`src/design/bmad_pkg.sv`:
```
// Shared types and fixed field widths for the block mean / absolute deviation unit.
// No dependencies; imported by the top level and the checker.
`timescale 1ns / 1ps

package bmad_pkg;

    // Widths of the fields on the ports.
    localparam int SAMPLE_W = 10;
    localparam int MEAN_W   = 10;
    localparam int DEV_W    = 15;

    // Top level sequencer states.
    typedef enum logic [1:0] {
        ST_IDLE,
        ST_SCAN,
        ST_HOLD
    } bmad_state_t;

endpackage

```
`src/design/bmad_mem.sv`:
```
// Sample buffer: one write port and one read port with a registered read.
// No dependencies.
`timescale 1ns / 1ps

module bmad_mem #(
    parameter int DEPTH_LOG2 = 5,
    parameter int WIDTH      = 10
) (
    input  logic                  clk,
    input  logic                  wr_en,
    input  logic [DEPTH_LOG2-1:0] wr_addr,
    input  logic [WIDTH-1:0]      wr_data,
    input  logic                  rd_en,
    input  logic [DEPTH_LOG2-1:0] rd_addr,
    output logic [WIDTH-1:0]      rd_data
);

    logic [WIDTH-1:0] mem [2**DEPTH_LOG2];
    logic [WIDTH-1:0] rd_data_reg;

    // Write port.
    always_ff @(posedge clk)
    begin
        if (wr_en)
        begin
            mem[wr_addr] <= wr_data;
        end
    end

    // Read port with registered read data.
    always_ff @(posedge clk)
    begin
        if (rd_en)
        begin
            rd_data_reg <= mem[rd_addr];
        end
    end

    assign rd_data = rd_data_reg;

endmodule

```
`src/design/bmad_scan.sv`:
```
// Deviation pass: walks every buffer entry and sums the absolute difference to the mean.
// Drives the read port of bmad_mem; no package dependencies.
`timescale 1ns / 1ps

module bmad_scan #(
    parameter int BLOCK_LOG2  = 5,
    parameter int SAMPLE_BITS = 10
) (
    input  logic                              clk,
    input  logic                              rst_n,
    input  logic                              start,
    input  logic [SAMPLE_BITS-1:0]            mean,
    output logic                              rd_en,
    output logic [BLOCK_LOG2-1:0]             rd_addr,
    input  logic [SAMPLE_BITS-1:0]            rd_data,
    output logic                              done,
    output logic [SAMPLE_BITS+BLOCK_LOG2-1:0] dev_sum
);

    localparam int SUM_W = SAMPLE_BITS + BLOCK_LOG2;
    localparam logic [BLOCK_LOG2-1:0] LAST_ADDR = {BLOCK_LOG2{1'b1}};

    logic                    active_reg;
    logic [BLOCK_LOG2-1:0]   addr_reg;
    logic                    pend_reg;
    logic                    pend_last_reg;
    logic                    done_reg;
    logic [SUM_W-1:0]        sum_reg;
    logic [SAMPLE_BITS-1:0]  abs_diff;

    // Absolute difference between the entry just read and the mean.
    assign abs_diff = (rd_data >= mean) ? (rd_data - mean) : (mean - rd_data);

    // Address counter and read pipeline control.
    always_ff @(posedge clk or negedge rst_n)
    begin
        if (!rst_n)
        begin
            active_reg    <= 1'b0;
            addr_reg      <= '0;
            pend_reg      <= 1'b0;
            pend_last_reg <= 1'b0;
            done_reg      <= 1'b0;
        end
        else
        begin
            pend_reg      <= active_reg;
            pend_last_reg <= active_reg && (addr_reg == LAST_ADDR);
            done_reg      <= pend_reg && pend_last_reg;
            if (start)
            begin
                active_reg <= 1'b1;
                addr_reg   <= '0;
            end
            else if (active_reg)
            begin
                addr_reg <= addr_reg + 1'b1;
                if (addr_reg == LAST_ADDR)
                begin
                    active_reg <= 1'b0;
                end
            end
        end
    end

    // Accumulator; cleared when a pass starts, updated as read data arrives.
    always_ff @(posedge clk)
    begin
        if (start)
        begin
            sum_reg <= '0;
        end
        else if (pend_reg)
        begin
            sum_reg <= sum_reg + SUM_W'(abs_diff);
        end
    end

    assign rd_en   = active_reg;
    assign rd_addr = addr_reg;
    assign done    = done_reg;
    assign dev_sum = sum_reg;

endmodule

```
`src/design/block_mean_abs_deviation.sv`:
```
// Block mean and sum of absolute deviations over 2**BLOCK_LOG2 samples.
// Samples are stored in the buffer as they transfer; after the last sample of a block the input
// stalls for the deviation pass, one buffer read per entry, and until the result has been loaded
// into the output register, which waits while a pending result is stalled.
// rst_n (asynchronous, active low) clears position, total and control; buffer is not cleared.
`timescale 1ns / 1ps

module block_mean_abs_deviation #(
    parameter int BLOCK_LOG2  = 5,
    parameter int SAMPLE_BITS = 10
) (
    input  logic                          clk,
    input  logic                          rst_n,
    input  logic                          in_valid,
    output logic                          in_stall,
    input  logic [bmad_pkg::SAMPLE_W-1:0] sample,
    output logic                          out_valid,
    input  logic                          out_stall,
    output logic [bmad_pkg::MEAN_W-1:0]   block_mean,
    output logic [bmad_pkg::DEV_W-1:0]    abs_deviation_sum
);

    import bmad_pkg::*;

    localparam int TOT_W = SAMPLE_BITS + BLOCK_LOG2;
    localparam logic [BLOCK_LOG2-1:0] LAST_POS = {BLOCK_LOG2{1'b1}};

    bmad_state_t               state_reg;
    bmad_state_t               state_next;
    logic [BLOCK_LOG2-1:0]     wp_reg;
    logic [TOT_W-1:0]          total_reg;
    logic [TOT_W-1:0]          total_next;
    logic [SAMPLE_BITS-1:0]    mean_reg;
    logic [SAMPLE_BITS-1:0]    s_in;
    logic                      in_xfer;
    logic                      block_end;
    logic                      scan_start;
    logic                      load_out;
    logic                      rd_en;
    logic [BLOCK_LOG2-1:0]     rd_addr;
    logic [SAMPLE_BITS-1:0]    rd_data;
    logic                      scan_done;
    logic [TOT_W-1:0]          dev_sum;
    logic [MEAN_W-1:0]         mean_sat;
    logic [DEV_W-1:0]          dev_sat;
    logic                      out_valid_reg;
    logic [MEAN_W-1:0]         mean_out_reg;
    logic [DEV_W-1:0]          dev_out_reg;

    // Keep only the low SAMPLE_BITS bits of the input, or zero-extend it when SAMPLE_BITS is wider.
    generate
        if (SAMPLE_BITS <= SAMPLE_W)
        begin : g_in_narrow
            assign s_in = sample[SAMPLE_BITS-1:0];
        end
        else
        begin : g_in_wide
            assign s_in = SAMPLE_BITS'(sample);
        end
    endgenerate

    assign in_xfer    = in_valid && !in_stall;
    assign block_end  = in_xfer && (wp_reg == LAST_POS);
    assign total_next = total_reg + TOT_W'(s_in);

    // Sequencer: accept samples, run the deviation pass, hand off the result.
    always_ff @(posedge clk or negedge rst_n)
    begin
        if (!rst_n)
        begin
            state_reg <= ST_IDLE;
        end
        else
        begin
            state_reg <= state_next;
        end
    end

    always_comb
    begin
        state_next = state_reg;
        in_stall   = 1'b1;
        scan_start = 1'b0;
        load_out   = 1'b0;
        case (state_reg)
            ST_IDLE:
            begin
                // The input is open here, so a valid last sample is a transfer.
                in_stall = 1'b0;
                if (in_valid && (wp_reg == LAST_POS))
                begin
                    scan_start = 1'b1;
                    state_next = ST_SCAN;
                end
            end
            ST_SCAN:
            begin
                if (scan_done)
                begin
                    state_next = ST_HOLD;
                end
            end
            ST_HOLD:
            begin
                if (!out_valid_reg || !out_stall)
                begin
                    load_out   = 1'b1;
                    state_next = ST_IDLE;
                end
            end
            default:
            begin
                state_next = ST_IDLE;
            end
        endcase
    end

    // Write position and running total.
    always_ff @(posedge clk or negedge rst_n)
    begin
        if (!rst_n)
        begin
            wp_reg    <= '0;
            total_reg <= '0;
        end
        else if (in_xfer)
        begin
            wp_reg    <= wp_reg + 1'b1;
            total_reg <= block_end ? '0 : total_next;
        end
    end

    // Truncated mean of the block, captured with its last sample.
    always_ff @(posedge clk)
    begin
        if (block_end)
        begin
            mean_reg <= total_next[TOT_W-1:BLOCK_LOG2];
        end
    end

    // The buffer is only read while the input is stalled, so reads and writes never overlap.
    bmad_mem #(
        .DEPTH_LOG2 (BLOCK_LOG2),
        .WIDTH      (SAMPLE_BITS)
    ) u_mem (
        .clk     (clk),
        .wr_en   (in_xfer),
        .wr_addr (wp_reg),
        .wr_data (s_in),
        .rd_en   (rd_en),
        .rd_addr (rd_addr),
        .rd_data (rd_data)
    );

    bmad_scan #(
        .BLOCK_LOG2  (BLOCK_LOG2),
        .SAMPLE_BITS (SAMPLE_BITS)
    ) u_scan (
        .clk     (clk),
        .rst_n   (rst_n),
        .start   (scan_start),
        .mean    (mean_reg),
        .rd_en   (rd_en),
        .rd_addr (rd_addr),
        .rd_data (rd_data),
        .done    (scan_done),
        .dev_sum (dev_sum)
    );

    // Clamp results to the output field widths.
    generate
        if (SAMPLE_BITS > MEAN_W)
        begin : g_mean_sat
            assign mean_sat = (|mean_reg[SAMPLE_BITS-1:MEAN_W]) ? '1 : mean_reg[MEAN_W-1:0];
        end
        else
        begin : g_mean_fit
            assign mean_sat = MEAN_W'(mean_reg);
        end
        if (TOT_W > DEV_W)
        begin : g_dev_sat
            assign dev_sat = (|dev_sum[TOT_W-1:DEV_W]) ? '1 : dev_sum[DEV_W-1:0];
        end
        else
        begin : g_dev_fit
            assign dev_sat = DEV_W'(dev_sum);
        end
    endgenerate

    // Output register; a pending result does not block new sample transfers.
    always_ff @(posedge clk or negedge rst_n)
    begin
        if (!rst_n)
        begin
            out_valid_reg <= 1'b0;
        end
        else if (load_out)
        begin
            out_valid_reg <= 1'b1;
        end
        else if (!out_stall)
        begin
            out_valid_reg <= 1'b0;
        end
    end

    always_ff @(posedge clk)
    begin
        if (load_out)
        begin
            mean_out_reg <= mean_sat;
            dev_out_reg  <= dev_sat;
        end
    end

    assign out_valid         = out_valid_reg;
    assign block_mean        = mean_out_reg;
    assign abs_deviation_sum = dev_out_reg;

endmodule

```
`config.mk`:
```
export PLATFORM = sky130hd
export DESIGN_NAME = block_mean_abs_deviation
export DESIGN_NICKNAME = d
export VERILOG_FILES = /design/src/design/bmad_pkg.sv /design/src/design/bmad_mem.sv /design/src/design/bmad_scan.sv /design/src/design/block_mean_abs_deviation.sv
export SDC_FILE = /design/constraint.sdc
export NUM_CORES = 1
export LEC_CHECK = 0
export BUFFER_PORTS_ARGS = -buffer_cell sky130_fd_sc_hd__buf_2
export CORE_ASPECT_RATIO = 0.9
export CORE_UTILIZATION = 50
export CTS_CLUSTER_DIAMETER = 50
export DETAILED_ROUTE_END_ITERATION = 16
export PLACE_DENSITY = 0.69
export SLEW_MARGIN = 30
export SYNTH_ARGS = -nofsm -noshare
export SYNTH_HDL_FRONTEND = slang
export SYNTH_SLANG_ARGS = --single-unit
```
`constraint.sdc`:
```
create_clock -name clk -period 3.6 [get_ports clk]
set_input_delay 0.18 -clock clk [delete_from_list [all_inputs] [get_ports clk]]
set_output_delay 0.18 -clock clk [all_outputs]
set_load 0.05 [all_outputs]
```
==> results.yml <==
status:
  status: "finished with violations"
  violations: "negative setup slack"
setup_path:
  startpoint_type: "flop"
  cpPeakStageDelay_ns: 0.38
  crit_fanout: 6
  cp_data_required_time_ns: 4.03
  cpMostUsedCell: "fa_2"
  r2r_cells: 16
  critPathCaptureType: "flop"
  cpMaxStageDelayCell: "edfxtp_1"
  cp.arrival_ns: 4.03
  critPathKind: "reg -> reg"
  cp_cell_sequence: "inv_1 -> ha_2 -> inv_2 -> fa_2 -> nand3_2 -> a31oi_1 -> o21ai_1 -> buf_4 -> mux2_4 -> fa_2 -> a211oi_2 -> o21bai_1 -> or3_4 -> a221oi_4 -> or3_1 -> a21oi_1"
yosys:
  syn-num-nets: 1043
  ys_warn_count: 0
  ys_async_sr_fraction_pct: 7.77
  ys_ff_latch: 412
  synth_ff_type: "edfxtp_1"
  netlist_instances: 979
  synth_cell_types: 55
  yosysTopAreaCellShare_pct: 63.1
  syn-mean-instance-area_um2: 17.7
  synth-edff-count: 365
  synthTopCellsByArea: "edfxtp_1 (63%), mux4_2 (13%), dfrtp_1 (4.6%)"
  synth_seq_area_share_pct: 69.5
  yosys.area.top_type: "edfxtp_1"
  syn-cell-area_mm2: 0.0174
timing:
  maxSlewViolCount: 0
  worstMarginPinSlew_ns: 0.916
  period_share_pct: 100
  rsz0062_at_grt: "yes"
  clock.fmax_ghz: 0.277
  slew_headroom_pct: 38.7
  fin_skew_ns: 0.0214
  layout_setup_ws_ns: -0.00590
  period_needed_ns: 3.61
  setup_viol: 1
  final_hold_viol_count: 0
  fin_hold_ws_ns: 0.0456
floorplan:
  die_h_um: 179
  start_util_pct: 50.9
  die_area_mm2: 0.0355
  core_mm2: 0.0341
  ioPinCount: 41
  dieWidth_um: 198
  rows: 64
power_and_ir_drop:
  p_int_mw: 10.9
  swShare_pct: 31.7
  combPwrFrac_pct: 35.6
  power_frac_seq_pct: 39.0
  clkPwrFrac_pct: 25.4
  power.switching_mw: 5.06
  p_leak_nw: 6.98
  power_density_mw_per_mm2: 795
  vdd_drop_max_mv: 0.428
layout:
  drive_gt1_share_pct: 27.8
  final_cell_area_mm2: 0.0201
  largest_register: "u_mem.mem"
  seq_area_mm2: 0.0121
  diodes: 0
  fin_nets: 1173
  largest_reg_flops: 320
  multi_input_area_mm2: 0.00506
  area_delta_synth_final_pct: 15.6
  final_util_pct: 58.9
  fillers: 2548
min_path:
  hold_depth: 1
  min_path_type: "in -> reg"
detailed_routing:
  wl_met1_um: 15400
  first_iter_violations: 742
  first_pass_iters: 5
  via_per_inst: 5.60
  wl_per_cell_um: 21.3
  vias: 8971
  drc: 0
  highest_layer: "met4"
  wl_met3_um: 1610
  met2_wirelength_um: 16000
  ant_nets: 0
  drt-total-wl_um: 34100
clock_network:
  clock_sinks: 412
  path_clk_slew_ns: 0.06
  clk_latency_ns: 0.57
  clk_path_buf_depth: 3
  cts_max_level: 2
  numCtsBuffers: 42
  cts_tree: "built"
  root_buffer: "clkbuf_16"
grt:
  grt_pass1_vias: 8817
  grt_max_degree: 42
  grt_antenna_before_repair: 0
  overflow: 0
  grt_usage_pct: 19.9
  grt_pass1_wl_um: 52000
place:
  io_buffer_count: 40
  dp.final_hpwl_um: 22400
  place_area_mm2: 0.0186
  place.gp.congestion: 0.868
  place_ws_ns: -0.132
flow_run:
  drv_cap: 0
[layout by cell type, fill, tap and decap left out, types with 5 or more instances in the layout]
cell type	Yosys	layout
buf_4	5	79
nand4_1	7	7
mux2i_1	14	12
clkbuf_1	25	9
nand2_1	40	40
xor2_1	12	12
o21ai_1	0	5
ha_1	46	43
clkinv_2	0	6
a211oi_1	13	11
nor3_1	7	7
or3_1	7	6
nor2_1	68	67
dfrtp_1	32	29
a22o_1	5	5
o21bai_1	5	5
nand3_1	10	9
dfxtp_1	15	15
nor2b_1	6	6
buf_2	5	40
a21oi_1	26	20
xnor2_1	16	16
o21ai_0	26	21
mux2_2	11	10
o21a_1	6	6
mux4_2	100	100
inv_1	38	37
clkinv_1	1	10
a21o_1	12	12
clkbuf_16	0	43
a21oi_2	0	6
edfxtp_1	365	365
[routing by layer]
metal,track usage (%),vias to the layer above
li1,-,4134
met1,28.6,4506
met2,31.1,269
met3,2.97,62
met4,7.46,0
met5,0,-
[worst max-delay path, delay by kind of cell, from the launching register on]
| kind | cells | cell delay (ns) |
|---|---|---|
| adder cells (fa/ha/maj) | 3 | 0.90 |
| multiplexers | 1 | 0.31 |
| AO/OA/AOI/OAI | 6 | 1.03 |
| AND/OR/NAND/NOR | 3 | 0.60 |
| buffers and inverters | 3 | 0.26 |
| flip-flops | 1 | 0.38 |
[cell usage after synthesis (6+ instances only)]
library cell,count
o21ai_0,26
dfrtp_1,32
nor3_1,7
a211oi_1,13
xnor2_1,16
dfxtp_1,15
nand3_1,10
ha_1,46
inv_1,38
or3_1,7
a21o_1,12
mux2_2,11
nor2b_1,6
nand2_1,40
mux2i_1,14
clkbuf_1,25
mux4_2,100
xor2_1,12
nand4_1,7
o21a_1,6
nor2_1,68
edfxtp_1,365
a21oi_1,26
[repair_timing]
action,CTS,global route
setup buffers,1,7
hold buffers,4,0
pin swaps,9,11
resized for setup,7,18
endpoints found under the hold margin,40,0
endpoints found under the setup margin,4,7
[power by group through the flow]
stage / Sequential, mW / Combinational, mW / Clock [mW]
2_1_floorplan: 6.06 / 4.07 / 0
3_3_place_gp: 6.29 / 5.39 / 0
3_5_place_dp: 6.31 / 5.47 / 0
4_1_cts: 6.21 / 5.61 / 4.15
5_1_grt: 6.28 / 6.19 / 4.31
6_report: 6.22 / 5.68 / 4.06
[per-stage QoR]
stage                     instances  total power [mW]  setup TNS [ns]
final                          1602              16.0        -0.00590
after global routing           1602              16.8          -0.663
after CTS                      1595              16.0               0
after detailed placement       1515              11.8          -0.386
after global placement         1515              11.7          -0.150
after floorplan                 979              10.1               0
[layout make-up]
class / count / share of cell area [%]
repair buffers: 127 / 4.55
clock inverters: 21 / 0.835
well taps: 462 / 2.88
multi-input cells: 487 / 25.2
flip-flops and latches: 412 / 60.1
inverters: 39 / 0.729
clock buffers: 54 / 5.67
[final timing paths]
path	from	end	slack, ns
hold / removal	sample[0]	u_mem.mem[24][0]	0.05
setup / recovery	u_mem.rd_data[0]	u_scan.dev_sum[12]	-0.006
max in group asynchronous	rst_n	u_scan.rd_addr[0]	2.79
setup reg to reg	u_mem.rd_data[0]	u_scan.dev_sum[12]	-0.006
min in group asynchronous	rst_n	total_reg[0]	0.24
hold reg to reg	mean_reg[9]	block_mean[9]	0.45
[kinds of logic after synthesis]
logic type	Yosys count	synth area share, %
compound gates	121	4.66
xor+xnor	28	1.41
fa+ha+maj	50	3.78
buf+inv	80	1.92
flops	412	69.5
mux	125	14.5
simple gates	163	4.25
No activity file was read; power rests on OpenSTA's default activity.
